## src/sv/integer_to_radix_ascii_defines.svh

```systemverilog
// Assertion helpers for the file that checks its own logic.
`ifndef INTEGER_TO_RADIX_ASCII_DEFINES_SVH
`define INTEGER_TO_RADIX_ASCII_DEFINES_SVH

// Check a property at every rising clock edge outside reset.
`define ITRA_ASSERT(label, clk, rst, prop, msg) \
   label: assert property (@(posedge clk) disable iff (rst) (prop)) else $error(msg);

// Check that a condition in one cycle implies another in the next.
`define ITRA_ASSERT_NEXT(label, clk, rst, ante, cons, msg) \
   label: assert property (@(posedge clk) disable iff (rst) (ante) |=> (cons)) else $error(msg);

`endif

```

## src/sv/itra_pkg.sv

```systemverilog
package itra_pkg;

   localparam int REQ_DATA_W = 48;
   localparam int RSP_DATA_W = 8;

   // request field positions inside req_tdata
   localparam int REQ_MODE_LSB  = 0;
   localparam int REQ_VALUE_LSB = 1;
   localparam int REQ_RADIX_LSB = 33;
   localparam int REQ_CAP_LSB   = 39;

   localparam logic       MODE_SIGNED = 1'b0;
   localparam logic [5:0] RADIX_MIN   = 6'd2;
   localparam logic [5:0] RADIX_MAX   = 6'd36;
   localparam logic [5:0] RADIX_DEC   = 6'd10;
   localparam logic [5:0] DIGIT_TEN   = 6'd10;

   localparam logic [7:0] CHAR_ZERO        = 8'h30;
   localparam logic [7:0] CHAR_NINE        = 8'h39;
   localparam logic [7:0] CHAR_A           = 8'h41;
   localparam logic [7:0] CHAR_Z           = 8'h5A;
   localparam logic [7:0] CHAR_LETTER_BASE = 8'h37;  // 'A' minus ten
   localparam logic [7:0] CHAR_MINUS       = 8'h2D;
   localparam logic [7:0] CHAR_NONE        = 8'h00;

   typedef struct packed {
      logic       err;       // bad radix or zero capacity
      logic       sign_req;  // negative decimal, sign wanted if room remains
      logic [5:0] radix;
      logic [6:0] cap_m1;    // capacity minus one
   } cmd_ctl_type;

   typedef struct packed {
      logic empty;
      logic full;
   } fifo_stat_type;

   typedef struct packed {
      logic idle;
   } back_stat_type;

   typedef enum logic [2:0] {
      B_IDLE,
      B_DIV,
      B_SIGN,
      B_READ,
      B_LOAD,
      B_ERR
   } back_state_type;

   function automatic logic [7:0] digit_char(input logic [5:0] d);
      if (d < DIGIT_TEN) begin
         return CHAR_ZERO + {2'b00, d};
      end
      return CHAR_LETTER_BASE + {2'b00, d};
   endfunction

endpackage

```

## src/sv/itra_fifo.sv

```systemverilog
module itra_fifo #(
   parameter int WIDTH = 16,
   parameter int DEPTH = 2
) (
   input  logic                    clock,
   input  logic                    reset,
   input  logic                    push_valid,
   output logic                    push_ready,
   input  logic [WIDTH-1:0]        push_data,
   output logic                    pop_valid,
   input  logic                    pop_ready,
   output logic [WIDTH-1:0]        pop_data,
   output itra_pkg::fifo_stat_type stat
);
   import itra_pkg::*;

   localparam int PW = (DEPTH > 1) ? $clog2(DEPTH) : 1;
   localparam int CW = $clog2(DEPTH + 1);

   logic [WIDTH-1:0] slot_ff [DEPTH];
   logic [PW-1:0]    wr_ptr_ff, wr_ptr_in;
   logic [PW-1:0]    rd_ptr_ff, rd_ptr_in;
   logic [CW-1:0]    count_ff, count_in;
   logic             do_push, do_pop;

   assign push_ready = (count_ff != CW'(DEPTH));
   assign pop_valid  = (count_ff != '0);
   assign pop_data   = slot_ff[rd_ptr_ff];
   assign do_push    = push_valid && push_ready;
   assign do_pop     = pop_valid && pop_ready;
   assign stat.empty = !pop_valid;
   assign stat.full  = !push_ready;

   always_comb begin
      wr_ptr_in = wr_ptr_ff;
      rd_ptr_in = rd_ptr_ff;
      count_in  = count_ff;
      if (do_push) begin
         wr_ptr_in = (wr_ptr_ff == PW'(DEPTH - 1)) ? '0 : wr_ptr_ff + 1'b1;
      end
      if (do_pop) begin
         rd_ptr_in = (rd_ptr_ff == PW'(DEPTH - 1)) ? '0 : rd_ptr_ff + 1'b1;
      end
      if (do_push && !do_pop) begin
         count_in = count_ff + 1'b1;
      end else if (do_pop && !do_push) begin
         count_in = count_ff - 1'b1;
      end
   end

   always_ff @(posedge clock) begin
      if (reset) begin
         wr_ptr_ff <= '0;
         rd_ptr_ff <= '0;
         count_ff  <= '0;
      end else begin
         wr_ptr_ff <= wr_ptr_in;
         rd_ptr_ff <= rd_ptr_in;
         count_ff  <= count_in;
      end
   end

   always_ff @(posedge clock) begin
      if (do_push) begin
         slot_ff[wr_ptr_ff] <= push_data;
      end
   end

endmodule

```

## src/sv/itra_front.sv

```systemverilog
module itra_front #(
   parameter int VALUE_WIDTH = 32
) (
   input  logic                                clock,
   input  logic                                reset,
   input  logic                                req_tvalid,
   output logic                                req_tready,
   input  logic [itra_pkg::REQ_DATA_W-1:0]     req_tdata,
   output logic                                cmd_valid,
   input  logic                                cmd_ready,
   output itra_pkg::cmd_ctl_type               cmd_ctl,
   output logic [VALUE_WIDTH-1:0]              cmd_mag
);
   import itra_pkg::*;

   logic                   mode;
   logic [31:0]            value;
   logic [5:0]             radix;
   logic [6:0]             capacity;
   logic [VALUE_WIDTH+31:0] value_ext;
   logic [VALUE_WIDTH-1:0] value_w;
   logic                   neg;

   logic                   valid_ff, valid_in;
   cmd_ctl_type            ctl_ff, ctl_in;
   logic [VALUE_WIDTH-1:0] mag_ff, mag_in;
   logic                   take;

   assign mode     = req_tdata[REQ_MODE_LSB];
   assign value    = req_tdata[REQ_VALUE_LSB +: 32];
   assign radix    = req_tdata[REQ_RADIX_LSB +: 6];
   assign capacity = req_tdata[REQ_CAP_LSB +: 7];

   // keep only the low VALUE_WIDTH bits, zero-extend when wider
   assign value_ext = {{VALUE_WIDTH{1'b0}}, value};
   assign value_w   = value_ext[VALUE_WIDTH-1:0];

   assign req_tready = !valid_ff || cmd_ready;
   assign take       = req_tvalid && req_tready;

   always_comb begin
      neg             = (mode == MODE_SIGNED) && value_w[VALUE_WIDTH-1];
      ctl_in.err      = (radix < RADIX_MIN) || (radix > RADIX_MAX) || (capacity == 7'd0);
      ctl_in.sign_req = neg && (radix == RADIX_DEC);
      ctl_in.radix    = radix;
      ctl_in.cap_m1   = capacity - 7'd1;
      mag_in          = neg ? (~value_w + 1'b1) : value_w;
      valid_in        = take ? 1'b1 : (cmd_ready ? 1'b0 : valid_ff);
   end

   always_ff @(posedge clock) begin
      if (reset) begin
         valid_ff <= 1'b0;
      end else begin
         valid_ff <= valid_in;
      end
   end

   always_ff @(posedge clock) begin
      if (take) begin
         ctl_ff <= ctl_in;
         mag_ff <= mag_in;
      end
   end

   assign cmd_valid = valid_ff;
   assign cmd_ctl   = ctl_ff;
   assign cmd_mag   = mag_ff;

endmodule

```

## src/sv/itra_back.sv

```systemverilog
module itra_back #(
   parameter int VALUE_WIDTH = 32
) (
   input  logic                               clock,
   input  logic                               reset,
   input  logic                               cmd_valid,
   output logic                               cmd_ready,
   input  itra_pkg::cmd_ctl_type              cmd_ctl,
   input  logic [VALUE_WIDTH-1:0]             cmd_mag,
   output logic                               rsp_tvalid,
   input  logic                               rsp_tready,
   output logic [itra_pkg::RSP_DATA_W-1:0]    rsp_tdata,
   output logic                               rsp_tlast,
   output logic [0:0]                         rsp_tuser,
   output itra_pkg::back_stat_type            stat
);
   import itra_pkg::*;

   localparam int BW = $clog2(VALUE_WIDTH);
   localparam int IW = $clog2(VALUE_WIDTH);
   localparam int CW = $clog2(VALUE_WIDTH + 1);

   back_state_type         state_ff, state_in;
   logic [VALUE_WIDTH-1:0] q_ff, q_in;
   logic [5:0]             rem_ff, rem_in;
   logic [BW-1:0]          bit_ff, bit_in;
   logic [CW-1:0]          count_ff, count_in;
   logic [5:0]             radix_ff, radix_in;
   logic [6:0]             capm1_ff, capm1_in;
   logic                   srq_ff, srq_in;

   logic                   rsp_valid_ff, rsp_valid_in;
   logic [7:0]             rsp_char_ff, rsp_char_in;
   logic                   rsp_last_ff, rsp_last_in;
   logic                   rsp_err_ff, rsp_err_in;
   logic                   load, out_free;

   logic [5:0]             digit_mem [VALUE_WIDTH];
   logic [5:0]             rd_data_ff;
   logic                   we, re;
   logic [IW-1:0]          waddr, raddr;
   logic [5:0]             wdata;

   logic [6:0]             trial, diff;
   logic                   ge;
   logic [5:0]             rem_new;
   logic [VALUE_WIDTH-1:0] q_new;
   logic [CW-1:0]          count_inc, count_dec;
   logic [7:0]             limit8;
   logic                   more, sign_ok;

   assign out_free  = !rsp_valid_ff || rsp_tready;
   assign stat.idle = (state_ff == B_IDLE);

   // one restoring division step on the running quotient
   always_comb begin
      trial     = {rem_ff, q_ff[VALUE_WIDTH-1]};
      diff      = trial - {1'b0, radix_ff};
      ge        = (trial >= {1'b0, radix_ff});
      rem_new   = ge ? diff[5:0] : trial[5:0];
      q_new     = {q_ff[VALUE_WIDTH-2:0], ge};
      count_inc = count_ff + 1'b1;
      count_dec = count_ff - 1'b1;
      limit8    = (capm1_ff == 7'd0) ? 8'd1 : {1'b0, capm1_ff};
      more      = (q_new != '0) && (8'(count_inc) < limit8)
                  && (count_inc < CW'(VALUE_WIDTH));
      sign_ok   = srq_ff && (q_new == '0) && ((8'(count_inc) + 8'd1) <= {1'b0, capm1_ff});
   end

   always_comb begin
      state_in    = state_ff;
      q_in        = q_ff;
      rem_in      = rem_ff;
      bit_in      = bit_ff;
      count_in    = count_ff;
      radix_in    = radix_ff;
      capm1_in    = capm1_ff;
      srq_in      = srq_ff;
      cmd_ready   = 1'b0;
      we          = 1'b0;
      waddr       = count_ff[IW-1:0];
      wdata       = rem_new;
      re          = 1'b0;
      raddr       = count_dec[IW-1:0];
      load        = 1'b0;
      rsp_char_in = rsp_char_ff;
      rsp_last_in = rsp_last_ff;
      rsp_err_in  = rsp_err_ff;

      unique case (state_ff)
         B_IDLE: begin
            cmd_ready = 1'b1;
            if (cmd_valid) begin
               radix_in = cmd_ctl.radix;
               capm1_in = cmd_ctl.cap_m1;
               srq_in   = cmd_ctl.sign_req;
               q_in     = cmd_mag;
               rem_in   = '0;
               bit_in   = '0;
               count_in = '0;
               state_in = cmd_ctl.err ? B_ERR : B_DIV;
            end
         end
         B_DIV: begin
            q_in = q_new;
            if (bit_ff == BW'(VALUE_WIDTH - 1)) begin
               // digit done: store it, then divide again or start output
               we       = 1'b1;
               count_in = count_inc;
               rem_in   = '0;
               bit_in   = '0;
               if (more) begin
                  state_in = B_DIV;
               end else begin
                  srq_in   = sign_ok;
                  state_in = sign_ok ? B_SIGN : B_READ;
               end
            end else begin
               rem_in = rem_new;
               bit_in = bit_ff + 1'b1;
            end
         end
         B_SIGN: begin
            if (out_free) begin
               load        = 1'b1;
               rsp_char_in = CHAR_MINUS;
               rsp_last_in = 1'b0;
               rsp_err_in  = 1'b0;
               state_in    = B_READ;
            end
         end
         B_READ: begin
            re       = 1'b1;
            state_in = B_LOAD;
         end
         B_LOAD: begin
            if (out_free) begin
               load        = 1'b1;
               rsp_char_in = digit_char(rd_data_ff);
               rsp_last_in = (count_ff == CW'(1));
               rsp_err_in  = 1'b0;
               count_in    = count_dec;
               state_in    = (count_ff == CW'(1)) ? B_IDLE : B_READ;
            end
         end
         B_ERR: begin
            if (out_free) begin
               load        = 1'b1;
               rsp_char_in = CHAR_NONE;
               rsp_last_in = 1'b1;
               rsp_err_in  = 1'b1;
               state_in    = B_IDLE;
            end
         end
         default: begin
            state_in = B_IDLE;
         end
      endcase

      rsp_valid_in = load ? 1'b1 : (rsp_tready ? 1'b0 : rsp_valid_ff);
   end

   always_ff @(posedge clock) begin
      if (reset) begin
         state_ff     <= B_IDLE;
         rsp_valid_ff <= 1'b0;
      end else begin
         state_ff     <= state_in;
         rsp_valid_ff <= rsp_valid_in;
      end
   end

   always_ff @(posedge clock) begin
      q_ff     <= q_in;
      rem_ff   <= rem_in;
      bit_ff   <= bit_in;
      count_ff <= count_in;
      radix_ff <= radix_in;
      capm1_ff <= capm1_in;
      srq_ff   <= srq_in;
      if (load) begin
         rsp_char_ff <= rsp_char_in;
         rsp_last_ff <= rsp_last_in;
         rsp_err_ff  <= rsp_err_in;
      end
   end

   always_ff @(posedge clock) begin
      if (we) begin
         digit_mem[waddr] <= wdata;
      end
      if (re) begin
         rd_data_ff <= digit_mem[raddr];
      end
   end

   assign rsp_tvalid   = rsp_valid_ff;
   assign rsp_tdata    = rsp_char_ff;
   assign rsp_tlast    = rsp_last_ff;
   assign rsp_tuser[0] = rsp_err_ff;

endmodule

```

## src/sv/integer_to_radix_ascii.sv

```systemverilog
// Integer to ASCII string converter, radix 2 to 36.
// Request channel (req_*): one beat per conversion carrying mode, value, radix and
// capacity. Response channel (rsp_*): one beat per character, most significant
// first, '-' first for a negative decimal value when room remains; tlast marks the final character.
// A bad radix or zero capacity gives a single beat with tuser set, data zero, tlast.
// A front stage checks and classifies the request and forms the magnitude; a
// two-entry command queue lets it take the next request while the back end works.
// The back end divides bit-serially: each digit takes a restoring subtract step for
// each of the VALUE_WIDTH quotient bits and is written into a small digit memory.
// Output then reads the memory back, a registered read and then a load per character.
// Reset (synchronous, active high) empties the queue and all beat registers;
// the digit memory needs no clearing, it is always written before it is read.
// A stall on rsp_tready holds the output beat and parks the back end at its next
// beat; the queue and front register then fill and req_tready drops after three
// more requests.
`include "integer_to_radix_ascii_defines.svh"

module integer_to_radix_ascii #(
   parameter int VALUE_WIDTH = 32
) (
   input  logic                            clock,
   input  logic                            reset,
   input  logic                            req_tvalid,
   output logic                            req_tready,
   // [0] mode, [32:1] value, [38:33] radix, [45:39] capacity, [47:46] zero
   input  logic [itra_pkg::REQ_DATA_W-1:0] req_tdata,
   output logic                            rsp_tvalid,
   input  logic                            rsp_tready,
   // [7:0] char_code
   output logic [itra_pkg::RSP_DATA_W-1:0] rsp_tdata,
   output logic                            rsp_tlast,
   // [0] error
   output logic [0:0]                      rsp_tuser
);
   import itra_pkg::*;

   localparam int QW = $bits(cmd_ctl_type) + VALUE_WIDTH;

   // front to queue
   logic                   f_valid, f_ready;
   cmd_ctl_type            f_ctl;
   logic [VALUE_WIDTH-1:0] f_mag;

   // queue to back
   logic                   b_valid, b_ready;
   logic [QW-1:0]          b_data;
   cmd_ctl_type            b_ctl;
   logic [VALUE_WIDTH-1:0] b_mag;

   fifo_stat_type          q_stat;
   back_stat_type          be_stat;

   itra_front #(
      .VALUE_WIDTH(VALUE_WIDTH)
   ) u_front (
      .clock      (clock),
      .reset      (reset),
      .req_tvalid (req_tvalid),
      .req_tready (req_tready),
      .req_tdata  (req_tdata),
      .cmd_valid  (f_valid),
      .cmd_ready  (f_ready),
      .cmd_ctl    (f_ctl),
      .cmd_mag    (f_mag)
   );

   itra_fifo #(
      .WIDTH(QW),
      .DEPTH(2)
   ) u_queue (
      .clock      (clock),
      .reset      (reset),
      .push_valid (f_valid),
      .push_ready (f_ready),
      .push_data  ({f_ctl, f_mag}),
      .pop_valid  (b_valid),
      .pop_ready  (b_ready),
      .pop_data   (b_data),
      .stat       (q_stat)
   );

   assign b_ctl = b_data[QW-1:VALUE_WIDTH];
   assign b_mag = b_data[VALUE_WIDTH-1:0];

   itra_back #(
      .VALUE_WIDTH(VALUE_WIDTH)
   ) u_back (
      .clock      (clock),
      .reset      (reset),
      .cmd_valid  (b_valid),
      .cmd_ready  (b_ready),
      .cmd_ctl    (b_ctl),
      .cmd_mag    (b_mag),
      .rsp_tvalid (rsp_tvalid),
      .rsp_tready (rsp_tready),
      .rsp_tdata  (rsp_tdata),
      .rsp_tlast  (rsp_tlast),
      .rsp_tuser  (rsp_tuser),
      .stat       (be_stat)
   );

   // an error beat is a lone, empty, final beat
   `ITRA_ASSERT(a_err_beat, clock, reset, !(rsp_tvalid && rsp_tuser[0]) || (rsp_tlast && (rsp_tdata == CHAR_NONE)), "error beat malformed")

   // the sign always leads, never ends the string
   `ITRA_ASSERT(a_sign_not_last, clock, reset, !(rsp_tvalid && !rsp_tuser[0] && (rsp_tdata == CHAR_MINUS)) || !rsp_tlast, "sign beat marked last")

   // every other normal beat is a digit or letter
   `ITRA_ASSERT(a_digit_range, clock, reset, !(rsp_tvalid && !rsp_tuser[0] && (rsp_tdata != CHAR_MINUS)) || ((rsp_tdata >= CHAR_ZERO) && (rsp_tdata <= CHAR_NINE)) || ((rsp_tdata >= CHAR_A) && (rsp_tdata <= CHAR_Z)), "character out of digit set")

   // an idle back end picks up a queued command at once
   `ITRA_ASSERT_NEXT(a_back_pickup, clock, reset, be_stat.idle && !q_stat.empty, !be_stat.idle, "queued command not taken")

endmodule
```

## config.mk

```make
export PLATFORM = sky130hd
export DESIGN_NAME = integer_to_radix_ascii
export DESIGN_NICKNAME = d
export VERILOG_FILES = /design/src/sv/itra_pkg.sv /design/src/sv/itra_fifo.sv /design/src/sv/itra_front.sv /design/src/sv/itra_back.sv /design/src/sv/integer_to_radix_ascii.sv
export VERILOG_INCLUDE_DIRS = /design/src /design/src/sv
export SDC_FILE = /design/constraint.sdc
export NUM_CORES = 1
export LEC_CHECK = 0
export BUFFER_PORTS_ARGS = -buffer_cell sky130_fd_sc_hd__buf_4
export CAP_MARGIN = 10
export CELL_PAD_IN_SITES_DETAIL_PLACEMENT = 0
export CELL_PAD_IN_SITES_GLOBAL_PLACEMENT = 1
export CORE_MARGIN = 2
export CORE_UTILIZATION = 41
export CTS_CLUSTER_DIAMETER = 80
export DETAILED_ROUTE_END_ITERATION = 10
export PLACE_DENSITY = 0.7
export SYNTH_ARGS = -nofsm -noshare
export SYNTH_HDL_FRONTEND = slang
export SYNTH_SLANG_ARGS = --single-unit
```

## constraint.sdc

```tcl
create_clock -name clock -period 5.9 [get_ports clock]
set_input_delay 0.295 -clock clock [delete_from_list [all_inputs] [get_ports clock]]
set_output_delay 0.295 -clock clock [all_outputs]
set_load 0.05 [all_outputs]
```

Yosys cells after proc, flatten, opt, wreduce, memory -nomap -nowiden
Memories as Yosys holds them, arrays and structs flattened. A register that Yosys moved wholly into a read port is not among the register bits.
Index checks and enable logic that the tools add are counted.
Cells by class
  add/sub/neg operators: 13
  multipliers: 0
  divide/modulo/power cells: 0
  $lt $le $gt $ge: 7
  equality and inequality tests: 16
  shifts and indexed selects: 0
  muxes and demuxes: 62
  bitwise logic cells: 2
  reduce and logical (&&, ||, !) cells: 41
Operator list (count)
  32-bit two-way mux: 2
  32-bit case mux with 2 select lines: 1
  8-bit two-way mux: 5
  32-bit by 1-bit adder with 32-bit output (second input constant): 1
  32-bit logical NOT: 1
  32-bit NOT: 1
  32-bit nonzero test: 1
  6-bit two-way mux: 5
  1-bit two-way mux: 28
  8-bit case mux with 3 select lines: 1
  3-bit two-way mux: 7
  3-bit case mux with 6 select lines: 1
  6-bit case mux with 3 select lines: 1
  6-bit by 6-bit adder with 7-bit output (first input constant): 2
  7-bit logical NOT: 2
  2-bit by 1-bit != test with 1-bit output (second input constant): 6
  6-bit case mux with 2 select lines: 1
  4-bit AND reduction: 3
  2-bit nonzero test: 6
  1-bit logical AND: 11
  5-bit two-way mux: 2
  5-bit case mux with 2 select lines: 1
  5-bit AND reduction: 2
  8-bit by 7-bit <= comparator with 1-bit output: 1
  other kinds (34): 49
Storage, ports and cells
  bits in registers: 129
  latch bits: 0
  memory bits (writable): 286
  bits in read-only memories: 0
  input port bits: 52
  output and inout port bits: 12
  word-level logic and storage cells: 164
  memories: 2
Memory list
  u_back.digit_mem: words 32, width 6, rd ports 1, clocked after Yosys merged registers in 1, wr ports 1, RTL line itra_back.sv:38  | logic [5:0] digit_mem [VALUE_WIDTH];
  u_queue.slot_ff: words 2, width 47, rd ports 1, clocked after Yosys merged registers in 1, wr ports 1, RTL line itra_fifo.sv:20  | logic [WIDTH-1:0] slot_ff [DEPTH];

Logic depth before layout (Yosys ltp)
  depth after elaboration: 8
  mapped depth: 15
  depth with buffers taken out: 13

Hierarchy
Synthesis repeated with hierarchy kept, for this count alone.
Second synthesis, totals
  cells, all modules: 1193
  area, all modules: 18162.4 sq um
Modules (own cells, without submodules)
  itra_back: times used 1, cells each 836, area each 12186.7 sq um, sequential area each 8187.9 sq um
  itra_fifo: times used 1, cells each 173, area each 3611.0 sq um, sequential area each 2922.8 sq um
  itra_front: times used 1, cells each 184, area each 2364.8 sq um, sequential area each 1431.4 sq um

Worst setup path after synthesis
OpenSTA, ideal clock, no wires.
  kind: flip-flop to flip-flop
  start point: register u_back.count_ff[0]
  end point: register u_back.state_ff[0]
  setup time: 0.120 ns
  arrival: 3.255 ns
  data required time: 5.780 ns
  slack: 2.525 ns
  cell stages (with the launch flop): 16
  path buffers: 3
  period minus slack after synthesis: 3.375 ns
  cells stage by stage: edfxtp_1 buf_2 inv_1 ha_1 clkbuf_1 clkbuf_1 and3_1 and3_1 xor2_1 ha_1 a21o_1 a21oi_1 o21ai_0 a31oi_1 a21oi_1 o31a_1
Between the ends
  cells in the longest elaborated chain, start to end: 8
  elaborated cells on any way between the ends: 15
  classes of those cells: 2 x add/sub; 3 x order compare; 1 x eq/ne; 6 x mux; 3 x reduce/logical
Ends and longest elaborated chain
  start: declaration: RTL line itra_back.sv:27  | logic [CW-1:0] count_ff, count_in;
  start signal: assignment: RTL line itra_back.sv:177  | count_ff <= count_in;
  6-bit by 1-bit adder with 6-bit output: RTL line itra_back.sv:62  | count_inc = count_ff + 1'b1;
  6-bit by 1-bit adder with 7-bit output: RTL line itra_back.sv:67  | sign_ok = srq_ff && (q_new == '0) && ((8'(count_inc) + 8'd1) <= {1'b0, capm1_ff});
  8-bit by 7-bit <= comparator with 1-bit output: RTL line itra_back.sv:67
  1-bit logical AND: RTL line itra_back.sv:67
  1-bit two-way mux: RTL line itra_back.sv:116  | state_in = sign_ok ? B_SIGN : B_READ;
  3-bit two-way mux: RTL line itra_back.sv:112  | if (more) begin
  3-bit two-way mux: RTL line itra_back.sv:106  | if (bit_ff == BW'(VALUE_WIDTH - 1)) begin
  3-bit case mux with 6 select lines (*): RTL line itra_back.sv:90  | unique case (state_ff)
  end signal: assignment: RTL line itra_back.sv:168  | state_ff <= state_in;
  end: declaration: RTL line itra_back.sv:23  | back_state_type state_ff, state_in;
Every way passes the cells marked *; elsewhere a longest branch is shown, timed or not. The select of a mux whose other input is x is not followed.
A chain may end at the register's enable or synchronous reset.

Final worst setup path
  start point: register u_back.count_ff[1]
  end point: register u_back.state_ff[0]
Same word-level chain as after synthesis.

==> results.cfg <==
[critical_path]
r2r_cells = 12
crit_chain = inv_1, ha_2, and3_1, and3_1, xor2_1, ha_1, a21o_1, a21oi_1, o21ai_0, a31oi_1, a21oi_1, o31a_1
cp_data_arrival_time_ns = 3.96
path_class = reg -> reg
required_ns = 6.33
rrSetupSlack_ns = 2.37
end_kind = register
startpoint_type = register
crit_fanout = 26
critPathSlowestCell = ha_2
max_stage_delay_ns = 0.84

[cts]
cts_setup_buffers = 0
clk_path_buf_depth = 3
cts_sinks = 421
numCtsBuffers = 43
ctsHtreeMaxLevel = 2
cts_tree = yes
insertion_delay_ns = 0.55
clkTransAtPathRegs_ns = 0.06
cts-root-buf = clkbuf_16

[cells_and_area]
final_common_cell = edfxtp_1
final_nets = 1321
drive_above_1_share_pct = 17.5
area_growth_pct = 15.2
final-instance-count-excl-fill = 1852
most-common-layout-cells = edfxtp_1, nand2_1, nor2_1, buf_4, o21ai_0
num_antenna_cells = 0

[synth]
synth_edf_count = 411
synth_nets = 1236
synth_warnings = 0
syn_area_sq_mm = 0.0178
synthArstFlopShare_pct = 0
ys_seq_area_share_pct = 70.4
synth_flop_cell = edfxtp_1
avgSynthCellArea_sq_um = 15.5
yosys_register_bits = 421
syn_inst = 1150
ys_types = 57

[route]
wl_per_cell_microns = 17.6
routed_wl_microns = 32700
vias = 9341
vias_per_cell = 5.04
ant_nets = 0
dr.pass1.iters = 5
drc_errors = 0
first_iter_violations = 763

[timing]
slew_headroom_pct = 23.6
finClkSkew_ns = 0.0259
fmax_mhz = 283
fin_crit_sh_pct = 59.9
drv_slew = 0
worstMarginPinSlew_ns = 1.15
fin_tns_setup_ns = 0
fin_ws_ns = 2.37
layout_min_cycle_time_ns = 3.53
hold_violations = 0
finalSetupViolCount = 0
rsz0062_at_grt = false
worst_hold_slack_ns = 0.0127

[floorplanning]
start_util_pct = 41.4
core_area_sq_mm = 0.0430
num_io_pins = 64
die_y_microns = 212
die_x_microns = 212
row_count = 76
die_area_sq_mm = 0.0451

[global_routing]
grt_pass1_wl_microns = 52000
grt_antenna_before_repair = 0
grt-ovfl-total = 0
grt_max_degree = 74
grt.total_usage_pct = 15.0
grt_pass1_vias = 9480

[hold_path]
hold_path_class = in -> reg
whs_path_depth = 2

[placed_design]
dp_hpwl_microns = 21300
pre_cts_slack_ns = 2.37
place_congestion = 0.798
dp.cells = 1766
port-buffer-count = 60

[power_and_ir_drop]
finalPower_mw = 11.3
power_density_mw_per_mm2 = 553
leakage_nw = 6.90
ir_drop_uv = 261

[outcome]
status = completed

[job]
max_cap_viol_count = 0
==> Yosys cell counts (8+ instances only) <==
cell      instances  area (sq um)
ha_1             33           413
o21ai_0          56           280
xnor2_1          33           289
nand2_1         102           383
nor3_1           16          80.1
mux2_2           13           146
nor2_1           78           293
a21oi_1          31           155
inv_1            43           161
xor2_1           28           245
clkbuf_1         30           113
mux4_2           48          1080
mux2i_1          39           390
nand3_1          25           125
nor2b_1          10          62.6
and2_1           11          68.8
edfxtp_1        411         12300
buf_2             8          40.0
dfxtp_1          10           200
nor4_1            9          56.3
and3_1           13          81.3
nand2b_1          8          50.1
==> cell type report <==
| type | instances | area (sq um) |
|---|---|---|
| timing repair buffer | 86 | 668 |
| inverter | 44 | 165 |
| multi-input combinational | 639 | 4990 |
| fill | 3751 | 22500 |
| sequential | 421 | 12500 |
| clock buffer | 51 | 1130 |
| tap | 585 | 732 |
| clock inverter | 26 | 293 |
==> timing repair <==
item	4_1_cts	5_1_grt
hold buffers	9	0
resized for setup	0	0
endpoints found under the hold margin	8	0
==> where the power goes <==
group / switching [mW] / total (mW) / internal [mW]
clock: 1.09 / 2.72 / 1.63
combinational: 2.52 / 3.88 / 1.36
sequential: 0.237 / 4.75 / 4.51
total: 3.85 / 11.3 / 7.50
==> through the flow <==
| stage | utilization [%] | instance area [sq um] |
|---|---|---|
| 2_1_floorplan | - | 17800 |
| 3_3_place_gp | 44.2 | 19000 |
| 3_5_place_dp | 44.2 | 19000 |
| 4_1_cts | 47.7 | 20500 |
| 5_1_grt | 47.7 | 20500 |
| 6_report | 47.7 | 20500 |
==> flip-flops by register name (all words and copies together), names as in the netlist, 6 cells and up, named ones only <==
name / cells
u_front.cmd_mag: 32
u_back.count_ff: 6
u_back.rem_ff: 6
u_back.capm1_ff: 7
u_back.rsp_tdata: 7
u_queue.slot_ff: 94
u_front.cmd_ctl: 15
u_back.q_ff: 32
u_back.radix_ff: 6
u_back.digit_mem: 192
u_back.rd_data_ff: 6
==> worst paths after layout <==
kind,start,endpoint
setup / recovery,u_back.count_ff[1],u_back.state_ff[0]
hold / removal,reset,u_back.rsp_tvalid
setup reg to reg,u_back.count_ff[1],u_back.state_ff[0]
hold reg to reg,u_front.cmd_mag[16],u_queue.slot_ff[0][16]
==> layer usage <==
layer / global-route usage [%] / wire (microns)
met2: 25.7 / 16400
met5: 0 / 0
met4: 4.03 / 638
met1: 19.8 / 14500
met3: 2.48 / 1150
==> logic make-up after synthesis <==
| logic type | synth area share [%] |
|---|---|
| AOI/OAI and AO/OA | 4.97 |
| xor gates and xnor gates | 3.00 |
| adders and majority gates | 2.43 |
| buffers and inverters | 1.97 |
| DFF | 70.4 |
| muxes | 9.08 |
| other | 0.0211 |
| and+or+nand+nor | 8.11 |
==> worst max-delay path, delay by kind of cell (launching register included) <==
family                   cells  cell delay (ns)
AO/OA/AOI/OAI                6             0.99
flip-flops                   1             0.53
buffers and inverters        1             0.15
AND/OR/NAND/NOR              2             0.48
XOR/XNOR                     1             0.16
adder cells (fa/ha/maj)      2             1.11
(Power assumes the default switching activity.)
